==> src/rtl/slpf_pkg.sv <==
`timescale 1ns / 1ps
// slpf_pkg: shared constants, record flag type and width helper for the peak finder
// used by every rtl file of the block, depends on nothing

package slpf_pkg;

	localparam int MAX_COLS_DEF    = 1024;
	localparam int SAMPLE_BITS_DEF = 16;
	localparam int CFG_W           = 11;
	localparam int CFG_ADDR_W      = 1;
	localparam int ROW_W           = 10;
	localparam int POS_W           = 10;
	localparam int ROWS_LIMIT      = 1024;
	localparam int REC_Q_DEPTH     = 4;
	localparam int REC_Q_CNT_W     = $clog2(REC_Q_DEPTH + 1);
	localparam int RES_Q_DEPTH     = 2;
	localparam int RES_Q_CNT_W     = $clog2(RES_Q_DEPTH + 1);
	localparam int RES_W           = 1 + ROW_W + POS_W;

	localparam logic [CFG_ADDR_W-1:0] REG_FRAME_ROWS = 1'b0;
	localparam logic [CFG_ADDR_W-1:0] REG_FRAME_COLS = 1'b1;

	typedef struct packed {
		logic first;
		logic last;
		logic frame_end;
		logic top_low;
		logic bot_low;
	} rec_flags_t;

	localparam int REC_FLAGS_W = $bits(rec_flags_t);

	function automatic int idx_w(input int n);
		idx_w = (n > 1) ? $clog2(n) : 1;
	endfunction

endpackage

==> src/rtl/slpf_fifo.sv <==
`timescale 1ns / 1ps
// slpf_fifo: small show-ahead queue, used between front and back and for results
// depends on slpf_pkg for default sizes

module slpf_fifo #(
	parameter int WIDTH = slpf_pkg::RES_W,
	parameter int DEPTH = slpf_pkg::RES_Q_DEPTH
) (
	input  logic                           clk,
	input  logic                           arst_n,
	input  logic                           push,
	input  logic                           pop,
	input  logic [WIDTH-1:0]               wdata,
	output logic [WIDTH-1:0]               rdata,
	output logic                           empty,
	output logic [$clog2(DEPTH + 1)-1:0]   count
);
	import slpf_pkg::*;

	localparam int PTR_W = idx_w(DEPTH);
	localparam int CNT_W = $clog2(DEPTH + 1);

	logic [WIDTH-1:0] mem_q [DEPTH];
	logic [PTR_W-1:0] wr_ptr_q;
	logic [PTR_W-1:0] rd_ptr_q;
	logic [CNT_W-1:0] count_q;
	logic             do_pop;

	assign empty  = (count_q == '0);
	assign count  = count_q;
	assign do_pop = pop && !empty;
	assign rdata  = mem_q[rd_ptr_q];

	always_ff @(posedge clk) begin
		if (push) begin
			mem_q[wr_ptr_q] <= wdata;
		end
	end

	always_ff @(posedge clk or negedge arst_n) begin
		if (!arst_n) begin
			wr_ptr_q <= '0;
			rd_ptr_q <= '0;
			count_q  <= '0;
		end else begin
			if (push) begin
				if (wr_ptr_q == PTR_W'(DEPTH - 1)) wr_ptr_q <= '0;
				else wr_ptr_q <= wr_ptr_q + 1'b1;
			end
			if (do_pop) begin
				if (rd_ptr_q == PTR_W'(DEPTH - 1)) rd_ptr_q <= '0;
				else rd_ptr_q <= rd_ptr_q + 1'b1;
			end
			case ({push, do_pop})
				2'b10: count_q <= count_q + 1'b1;
				2'b01: count_q <= count_q - 1'b1;
				default: count_q <= count_q;
			endcase
		end
	end

endmodule

==> config.mk <==
export PLATFORM = sky130hd
export DESIGN_NAME = slpf_fifo
export DESIGN_NICKNAME = d
export VERILOG_FILES = /design/src/rtl/slpf_pkg.sv /design/src/rtl/slpf_fifo.sv
export SDC_FILE = /design/constraint.sdc
export NUM_CORES = 1
export LEC_CHECK = 0
export BUFFER_PORTS_ARGS = -buffer_cell sky130_fd_sc_hd__buf_2
export CAP_MARGIN = 15
export CORE_ASPECT_RATIO = 2
export CORE_MARGIN = 2
export CORE_UTILIZATION = 40
export DETAILED_ROUTE_END_ITERATION = 8
export GPL_TIMING_DRIVEN = 0
export SLEW_MARGIN = 20
export SYNTH_ARGS = -nofsm -noshare
export SYNTH_HDL_FRONTEND = slang
export SYNTH_SLANG_ARGS = --single-unit
==> constraint.sdc <==
create_clock -name clk -period 3.29 [get_ports clk]
set_clock_uncertainty 0.15 [all_clocks]
set_input_delay 0.1645 -clock clk [delete_from_list [all_inputs] [get_ports clk]]
set_output_delay 0.1645 -clock clk [all_outputs]
set_load 0.01 [all_outputs]
==> flow_summary.json <==
{
  "hold_class": "primary input to asynchronous set/reset pin",
  "ctsResizeCount": 0,
  "core_area_um2": 4090,
  "rsz0062_at_grt": "no",
  "rows": 33,
  "power.share.combinational_pct": 32.7,
  "cts.clk_slew.worst_paths_ns": 0.08,
  "final_nets": 186,
  "synth_seq_area_share_pct": 79.8,
  "dr_wl_met3_um": 101,
  "drc": 0,
  "relSlewSlack_pct": 31.4,
  "die_h_um": 96.4,
  "final_max_slew_viol_count": 0,
  "netlist_top_cells_count": "edfxtp_1, mux2_2, dfrtp_1",
  "fin_crit_ns": 1.87,
  "yosys.area.top_type_share_pct": 73.9,
  "fin_cells": 213,
  "worst_slew_pin_slew_ns": 1.03,
  "intPower_mw": 1.22,
  "route.antenna.remaining_nets": 0,
  "power_density_nw_per_um2": 731,
  "gr-total-overflow": 0,
  "wl_per_cell_um": 13.1,
  "synth.area.top_cells": "edfxtp_1, mux2_2, dfrtp_1",
  "cts_max_level": 2,
  "place.gp.congestion": 0.699,
  "grt_max_degree": 22,
  "drt_first_pass_iters": 4,
  "area_growth_pct": 37.2,
  "avgSynthCellArea_um2": 21.1,
  "fp.dieW_um": 50.2,
  "r2r_end": "mem_q[1][11]",
  "vdd_drop_max_mv": 0.486,
  "grt_pass1_wl_um": 4380,
  "met2_length_um": 1720,
  "antenna_found_initial": 0,
  "rrSetupSlack_ns": 1.53,
  "yosysMostFrequentCell": "edfxtp_1",
  "die_area_um2": 4840,
  "drt-total-wl_um": 2800,
  "worstSetupEndpointType": "flip-flop",
  "synth-edff-count": 42,
  "yosysUniqueCellTypes": 11,
  "clock_sinks": 46,
  "start_kind": "primary input",
  "grt_pass1_vias": 1056,
  "initialDrtViolationCount": 3,
  "m1WireLength_um": 913,
  "async_flop_share_pct": 8.70,
  "syn_inst": 81,
  "ys.flop_type": "edfxtp_1",
  "power_leakage_nw": 0.912,
  "hold_viol": 0,
  "worstSetupPathType": "primary input to flip-flop",
  "dp_cells": 182,
  "switching_share_pct": 28.9,
  "clock_latency_ns": 0.29,
  "r2r_cells": 1,
  "numPortBuffers": 48,
  "status": "complete, no violations",
  "fmax_mhz": 536,
  "synth_nets": 107,
  "arrival_ns": 1.62,
  "vias": 970,
  "net-switching-power_mw": 0.494,
  "n_antenna_cell": 0,
  "grt.total_usage_pct": 12.6,
  "r2r-start": "wr_ptr_q",
  "final.period_utilization_pct": 56.7,
  "path_max_fanout": 21,
  "yosys.area.top_type": "edfxtp_1",
  "setup_viol": 0,
  "initial_utilization_pct": 41.8,
  "p_clk_share_pct": 18.5,
  "numCtsBuffers": 5,
  "viasPerCell": 4.55,
  "p_seq_share_pct": 48.7,
  "cts-root-buf": "clkbuf_8",
  "clockBufferDepth": 2,
  "cts_tree": "yes",
  "cap_violations": 0,
  "synth-seq-cells": 46,
  "required_ns": 3.05,
  "drive_gt1_share_pct": 50.3,
  "finalSetupTns_ns": 0,
  "topRoutingLayerUsed": "met4",
  "pin_count": 49,
  "dp_hpwl_um": 1930,
  "synth_area_um2": 1710,
  "ys_warn_count": 0
}
==> power by group through the flow <==
stage / logic, mW / registers [mW] / clock network [mW]
after floorplan: 0.353 / 0.841 / 0
after global placement: 0.539 / 0.842 / 0
after detailed placement: 0.557 / 0.848 / 0
after CTS: 0.579 / 0.836 / 0.332
after global routing: 0.619 / 0.847 / 0.347
final: 0.560 / 0.834 / 0.317
==> worst max-delay path by stage <==
stage	startpoint	endpoint	slack (ns)	cells past startpoint
after floorplan	wr_ptr_q	mem_q[0][0]	1.45	1
after global placement	wr_ptr_q	mem_q[0][6]	0.99	1
after detailed placement	wr_ptr_q	mem_q[1][11]	1.50	1
after CTS	push	mem_q[1][16]	1.38	3
after global routing	push	mem_q[1][18]	1.31	3
final	push	mem_q[1][11]	1.42	3
==> layer usage <==
layer / GRT usage (%) / vias up
li1: - / 463
met1: 10.4 / 474
met2: 25.9 / 28
met3: 2.77 / 5
met4: 6.94 / 0
met5: 0 / -
==> cells by family after synthesis <==
| logic type | Yosys count | synth area share [%] |
|---|---|---|
| DFF | 46 | 79.8 |
| buffers and inverters | 3 | 1.54 |
| adders and majority gates | 1 | 0.733 |
| xor gates and xnor gates | 5 | 2.57 |
| and+or+nand+nor | 5 | 1.54 |
| muxes | 21 | 13.9 |
==> worst max-delay path, cell delays in order <==
cell and delay, ns:
dlygate4sd3_1 0.52, buf_2 0.12, and2_1 0.80
==> final cells by class <==
class	instances	area, µm²
inverter	1	3.75
clock inverter	3	16.3
timing repair buffer	72	482
buffer	2	22.5
tap	52	65.1
multi-input combinational	32	322
sequential	46	1360
clock buffer	5	68.8
fill	347	1750
==> metrics by stage <==
step	util [%]	worst slack, ns	total power, mW	area (µm²)	hold slack [ns]
floorplan	-	1.45	1.19	1710	-0.281
global placement	49.2	0.985	1.38	2010	-0.176
detailed placement	49.6	1.50	1.41	2030	-0.173
CTS	57.3	1.38	1.75	2340	0.0412
global route	57.3	1.31	1.81	2340	0.0716
finish	57.3	1.42	1.71	2340	0.0630
==> flip-flops by register name (all words and copies together) (netlist names) <==
register  cells
wr_ptr_q      1
mem_q        42
rd_ptr_q      1
count         2
==> cells in the final DEF, fill, tap and decap left out <==
cell and n:
ha_1 1, clkinv_1 1, nor2b_2 1, mux2_2 21, xor2_1 3, nor2_1 2
clkinv_2 1, inv_1 1, buf_6 3, nor2_2 1, dlygate4sd3_1 23, edfxtp_1 42
and2_1 1, xnor2_1 2, buf_2 48, clkinvlp_4 1, dfrtp_1 4, clkbuf_8 5
==> timing repair <==
item	4_1_cts	5_1_grt
setup endpoints to repair	0	0
buffers inserted	0	0
hold buffers	23	0
hold endpoints to repair	47	0
(Power assumes the default switching activity.)
