==> config.mk <==
export PLATFORM = sky130hd
export DESIGN_NAME = slpf_back
export DESIGN_NICKNAME = d
export VERILOG_FILES = /design/src/rtl/slpf_pkg.sv /design/src/rtl/slpf_back.sv
export SDC_FILE = /design/constraint.sdc
export NUM_CORES = 1
export LEC_CHECK = 0
export BUFFER_PORTS_ARGS = -buffer_cell sky130_fd_sc_hd__clkbuf_2
export CAP_MARGIN = 20
export CORE_UTILIZATION = 50
export DETAILED_ROUTE_END_ITERATION = 12
export GPL_TIMING_DRIVEN = 0
export PLACE_DENSITY = 0.76
export REMOVE_ABC_BUFFERS = 1
export SYNTH_ARGS = -nofsm -noshare
export SYNTH_HDL_FRONTEND = slang
export SYNTH_SLANG_ARGS = --single-unit
==> constraint.sdc <==
create_clock -name clk -period 5.4 [get_ports clk]
set_input_delay 0.54 -clock clk [delete_from_list [all_inputs] [get_ports clk]]
set_output_delay 0.54 -clock clk [all_outputs]
set_load 0.1 [all_outputs]
==> src/rtl/slpf_pkg.sv <==
`timescale 1ns / 1ps
// slpf_pkg: shared constants, record flag type and width helper for the peak finder
// used by every rtl file of the block, depends on nothing

package slpf_pkg;

	localparam int MAX_COLS_DEF    = 1024;
	localparam int SAMPLE_BITS_DEF = 16;
	localparam int CFG_W           = 11;
	localparam int CFG_ADDR_W      = 1;
	localparam int ROW_W           = 10;
	localparam int POS_W           = 10;
	localparam int ROWS_LIMIT      = 1024;
	localparam int REC_Q_DEPTH     = 4;
	localparam int REC_Q_CNT_W     = $clog2(REC_Q_DEPTH + 1);
	localparam int RES_Q_DEPTH     = 2;
	localparam int RES_Q_CNT_W     = $clog2(RES_Q_DEPTH + 1);
	localparam int RES_W           = 1 + ROW_W + POS_W;

	localparam logic [CFG_ADDR_W-1:0] REG_FRAME_ROWS = 1'b0;
	localparam logic [CFG_ADDR_W-1:0] REG_FRAME_COLS = 1'b1;

	typedef struct packed {
		logic first;
		logic last;
		logic frame_end;
		logic top_low;
		logic bot_low;
	} rec_flags_t;

	localparam int REC_FLAGS_W = $bits(rec_flags_t);

	function automatic int idx_w(input int n);
		idx_w = (n > 1) ? $clog2(n) : 1;
	endfunction

endpackage

==> src/rtl/slpf_back.sv <==
`timescale 1ns / 1ps
// slpf_back: sliding left/right window over records, peak test and smallest-peak tracking
// pushes one result per frame; depends on slpf_pkg

module slpf_back #(
	parameter int MAX_COLS    = slpf_pkg::MAX_COLS_DEF,
	parameter int SAMPLE_BITS = slpf_pkg::SAMPLE_BITS_DEF
) (
	input  logic                                   clk,
	input  logic                                   arst_n,
	input  logic                                   clear,
	input  logic                                   rec_valid,
	output logic                                   rec_pop,
	input  slpf_pkg::rec_flags_t                   rec_flags,
	input  logic signed [SAMPLE_BITS-1:0]          rec_val,
	input  logic signed [SAMPLE_BITS-1:0]          rec_top,
	input  logic signed [SAMPLE_BITS-1:0]          rec_bot,
	input  logic [slpf_pkg::ROW_W-1:0]             rec_row,
	input  logic [slpf_pkg::idx_w(MAX_COLS)-1:0]   rec_col,
	input  logic [slpf_pkg::RES_Q_CNT_W-1:0]       res_count,
	output logic                                   res_push,
	output logic                                   res_found,
	output logic [slpf_pkg::ROW_W-1:0]             res_row,
	output logic [slpf_pkg::POS_W-1:0]             res_col
);
	import slpf_pkg::*;

	localparam int COL_W = idx_w(MAX_COLS);

	logic                          pend_valid_q;
	logic signed [SAMPLE_BITS-1:0] pend_val_q;
	logic signed [SAMPLE_BITS-1:0] pend_top_q;
	logic signed [SAMPLE_BITS-1:0] pend_bot_q;
	logic signed [SAMPLE_BITS-1:0] pend_left_q;
	logic                          pend_top_low_q;
	logic                          pend_bot_low_q;
	logic                          pend_left_low_q;
	logic [ROW_W-1:0]              pend_row_q;
	logic [COL_W-1:0]              pend_col_q;

	logic                          s1_valid_q;
	logic                          s1_end_q;
	logic                          s1_cand_q;
	logic signed [SAMPLE_BITS-1:0] s1_val_q;
	logic [ROW_W-1:0]              s1_row_q;
	logic [COL_W-1:0]              s1_col_q;

	logic                          found_q;
	logic signed [SAMPLE_BITS-1:0] best_val_q;
	logic [ROW_W-1:0]              best_row_q;
	logic [COL_W-1:0]              best_col_q;

	logic                          p_peak;
	logic                          n_peak;
	logic                          n_left_low;
	logic                          take_n;
	logic                          upd;
	logic [ROW_W-1:0]              nxt_row;
	logic [COL_W-1:0]              nxt_col;
	logic [COL_W+POS_W-1:0]        col_ext;

	assign rec_pop = rec_valid && (!rec_flags.frame_end ||
		((int'(res_count) + int'(s1_end_q)) < RES_Q_DEPTH));

	// pending cell gets its right neighbour from the incoming beat
	assign p_peak = pend_valid_q
		&& (pend_top_low_q || (pend_val_q > pend_top_q))
		&& (pend_bot_low_q || (pend_val_q > pend_bot_q))
		&& (pend_left_low_q || (pend_val_q > pend_left_q))
		&& (pend_val_q > rec_val);

	// a row-closing beat is tested at once, right neighbour outside
	assign n_left_low = rec_flags.first || !pend_valid_q;
	assign n_peak = rec_flags.last
		&& (rec_flags.top_low || (rec_val > rec_top))
		&& (rec_flags.bot_low || (rec_val > rec_bot))
		&& (n_left_low || (rec_val > pend_val_q));
	assign take_n = n_peak && (!p_peak || (rec_val < pend_val_q));

	always_ff @(posedge clk or negedge arst_n) begin
		if (!arst_n) begin
			pend_valid_q <= 1'b0;
			s1_valid_q   <= 1'b0;
			s1_end_q     <= 1'b0;
		end else if (clear) begin
			pend_valid_q <= 1'b0;
			s1_valid_q   <= 1'b0;
			s1_end_q     <= 1'b0;
		end else begin
			s1_valid_q <= rec_pop;
			s1_end_q   <= rec_pop && rec_flags.frame_end;
			if (rec_pop) begin
				pend_valid_q <= !rec_flags.last;
			end
		end
	end

	always_ff @(posedge clk) begin
		if (rec_pop) begin
			pend_val_q      <= rec_val;
			pend_top_q      <= rec_top;
			pend_bot_q      <= rec_bot;
			pend_left_q     <= pend_val_q;
			pend_top_low_q  <= rec_flags.top_low;
			pend_bot_low_q  <= rec_flags.bot_low;
			pend_left_low_q <= n_left_low;
			pend_row_q      <= rec_row;
			pend_col_q      <= rec_col;
			s1_cand_q       <= p_peak || n_peak;
			s1_val_q        <= take_n ? rec_val : pend_val_q;
			s1_row_q        <= take_n ? rec_row : pend_row_q;
			s1_col_q        <= take_n ? rec_col : pend_col_q;
		end
	end

	assign upd     = s1_valid_q && s1_cand_q && (!found_q || (s1_val_q < best_val_q));
	assign nxt_row = upd ? s1_row_q : best_row_q;
	assign nxt_col = upd ? s1_col_q : best_col_q;

	always_ff @(posedge clk or negedge arst_n) begin
		if (!arst_n) begin
			found_q    <= 1'b0;
			best_row_q <= '0;
			best_col_q <= '0;
		end else if (clear || (s1_valid_q && s1_end_q)) begin
			found_q    <= 1'b0;
			best_row_q <= '0;
			best_col_q <= '0;
		end else if (upd) begin
			found_q    <= 1'b1;
			best_row_q <= s1_row_q;
			best_col_q <= s1_col_q;
		end
	end

	always_ff @(posedge clk) begin
		if (upd) begin
			best_val_q <= s1_val_q;
		end
	end

	assign col_ext   = {{POS_W{1'b0}}, nxt_col};
	assign res_push  = s1_valid_q && s1_end_q;
	assign res_found = found_q || upd;
	assign res_row   = nxt_row;
	assign res_col   = col_ext[POS_W-1:0];

endmodule

==> impl_metrics.json <==
{
  "status": "finished, final reports clean",
  "clk_latency_ps": 440,
  "cap_violations": 0,
  "cp_slowest_cell": "clkbuf_2",
  "synth_area_sq_um": 8580,
  "syn2layout_area_growth_pct": 16.4,
  "synth.area.top_cells": "edfxtp_1 49%, ha_1 16%, mux2_2 7.2%",
  "cp_num_buf_inv": 3,
  "layout-drive-gt1-share": 0.253,
  "place_inst": 983,
  "synth.most_common_cell": "edfxtp_1",
  "vias": 5588,
  "dr.pass1.iters": 5,
  "cp_common_cell": "buf_4",
  "antenna_cells": 0,
  "multiInputGateArea_sq_um": 3280,
  "setup_viol": 0,
  "drt_first_iter_violations": 330,
  "dieArea_sq_um": 17700,
  "port-buffer-count": 101,
  "path_cells": "ha_1 > a21o_1 > a2111oi_0 > o21ai_0 > a21oi_1 > o211ai_1 > buf_4 > buf_4 > mux2_2 > clkbuf_2",
  "fin_crit_sh": 0.778,
  "synth_edf_count": 140,
  "synth_top_cell_by_area": "edfxtp_1",
  "synth_commonest_cells": "140 x edfxtp_1, 119 x inv_1, 111 x ha_1",
  "power_leakage_nw": 4.58,
  "cts_tree": "built",
  "slew_headroom": 0.428,
  "rsz0062_at_grt": "false",
  "dpl_cell_area_sq_um": 9390,
  "async_reset_ff_frac": 0.146,
  "io_pins": 102,
  "arrival_ps": 3660,
  "setup_slack_ps": 1200,
  "required_ps": 4860,
  "fin_util": 0.600,
  "fin_cells": 1015,
  "worstHoldPathType": "in -> async",
  "rows": 47,
  "seq_area_sq_um": 4800,
  "synth-seq-cells": 164,
  "cpPeakStageDelay_ps": 460,
  "path_max_fanout": 9,
  "grt_start_max_net_pins": 65,
  "critPathTopFamily": "compound AO/OA/AOI/OAI gates",
  "cts-resized-gates": 0,
  "grt_remaining_overflow": 0,
  "max_freq_ghz": 0.238,
  "design_area_sq_um": 9980,
  "htree_num_levels": 4,
  "wl_um": 18000,
  "grt_pass1_wl_um": 29300,
  "nNetsFinal": 972,
  "via_per_inst": 5.51,
  "avgSynthCellArea_sq_um": 12.9,
  "synthCells": 663,
  "ir_drop_mv": 0.163,
  "power_density_nw_per_um2": 313,
  "routabilityCongestion": 0.870,
  "die_x_um": 133,
  "cts_buffer_depth": 2,
  "place_ws_ps": 1090,
  "ys_warn_count": 0,
  "postRouteAntennaNets": 0,
  "cts_hold_buf": 0,
  "finClkSkew_ps": 12.8,
  "worstSetupEndpointType": "primary output",
  "hold_violations": 0,
  "antenna_found_initial": 0,
  "die_h_um": 133,
  "finalMaxSlewViolations": 0,
  "cts_sinks": 164,
  "ys.flop_type": "edfxtp_1",
  "hpwlAfterDp_um": 13300,
  "fillerInstances": 1245,
  "coreArea_sq_um": 16600,
  "cts_buffers": 17,
  "synth_cell_type_count": 44,
  "crit_type": "reg -> out",
  "post_cts_buffers": 0,
  "synth-seq-area-share": 0.560,
  "path_clk_slew_ps": 70,
  "start_util": 0.515,
  "drcViolationCount": 0,
  "grt_use_total": 0.218,
  "synth_top_cell_area_share": 0.490,
  "fin_crit_ps": 4200,
  "root_buffer": "clkbuf_16",
  "wl_per_cell_um": 17.8,
  "grt_pass1_vias": 5896,
  "worstSetupStartpointType": "flip-flop",
  "max_slew.worst_pin.slew_ps": 848
}
[per-stage QoR]
step | total power [W] | setup TNS (ps) | hold WS [ps]
6_report | 0.00313 | 0 | 102
3_5_place_dp | 0.00197 | 0 | 430
3_3_place_gp | 0.00194 | -276 | 430
2_1_floorplan | 0.00183 | 0 | 244
4_1_cts | 0.00314 | 0 | 117
5_1_grt | 0.00324 | 0 | 149
[placed cells by master, fill, tap and decap left out, types with 18 or more instances in the layout]
| cell | count |
|---|---|
| dfrtp_1 | 24 |
| a21oi_1 | 40 |
| inv_1 | 118 |
| mux2_2 | 55 |
| nor2b_1 | 26 |
| nand4_1 | 23 |
| clkbuf_2 | 101 |
| clkbuf_16 | 18 |
| ha_1 | 111 |
| edfxtp_1 | 140 |
[cells by family (layout without fill, tap and decap cells)]
| kind of cell | count (synthesis) | count (layout) | share of synthesized area |
|---|---|---|---|
| adder cells (fa/ha/maj) | 111 | 111 | 0.162 |
| flip-flops | 164 | 164 | 0.560 |
| AND/OR/NAND/NOR | 108 | 108 | 0.0700 |
| multiplexers | 57 | 57 | 0.0746 |
| AO/OA/AOI/OAI | 96 | 96 | 0.0744 |
| XOR/XNOR | 1 | 1 | 0.00102 |
| buffers and inverters | 126 | 258 | 0.0578 |
[flip-flops by register name, summed over array words and instances (netlist names), 16 cells and up]
| register | count |
|---|---|
| s1_val_q | 16 |
| pend_left_q | 16 |
| pend_top_q | 16 |
| best_val_q | 16 |
| pend_val_q | 16 |
| pend_bot_q | 16 |
[report_power, final]
group	switching (W)	internal, W
Combinational	0.000282	0.000170
Sequential	0.0000341	0.00146
Clock	0.000541	0.000635
Total	0.000857	0.00227
[layout make-up]
type,instances,share of cell area
inverters,119,0.0450
multi-input cells,373,0.328
well taps,220,0.0276
clock inverters,14,0.0138
clock buffers,18,0.0451
repair buffers,107,0.0587
flip-flops and latches,164,0.482
[per-layer routing]
layer,track usage,part of all wire
met1,0.265,0.42
met2,0.366,0.50
met3,0.0410,0.044
met4,0.122,0.035
met5,0,0
[path summary, 6_finish.rpt]
path	start	endpoint	slack, ps	cells past startpoint
max	s1_val_q[5]$_DFFE_PP_	res_col[6]	1200	10
max reg2reg	pend_val_q[15]$_DFFE_PP_	s1_col_q[9]$_DFFE_PP_	1270	12
max in group asynchronous	arst_n	best_row_q[9]$_DFF_PN0_	4880	1
min in group clk	rec_val[0]	pend_val_q[0]$_DFFE_PP_	290	1
min reg2reg	s1_val_q[0]$_DFFE_PP_	best_val_q[0]$_DFFE_PP_	450	0
min	arst_n	best_col_q[7]$_DFF_PN0_	100	1
(Power assumes the default switching activity.)
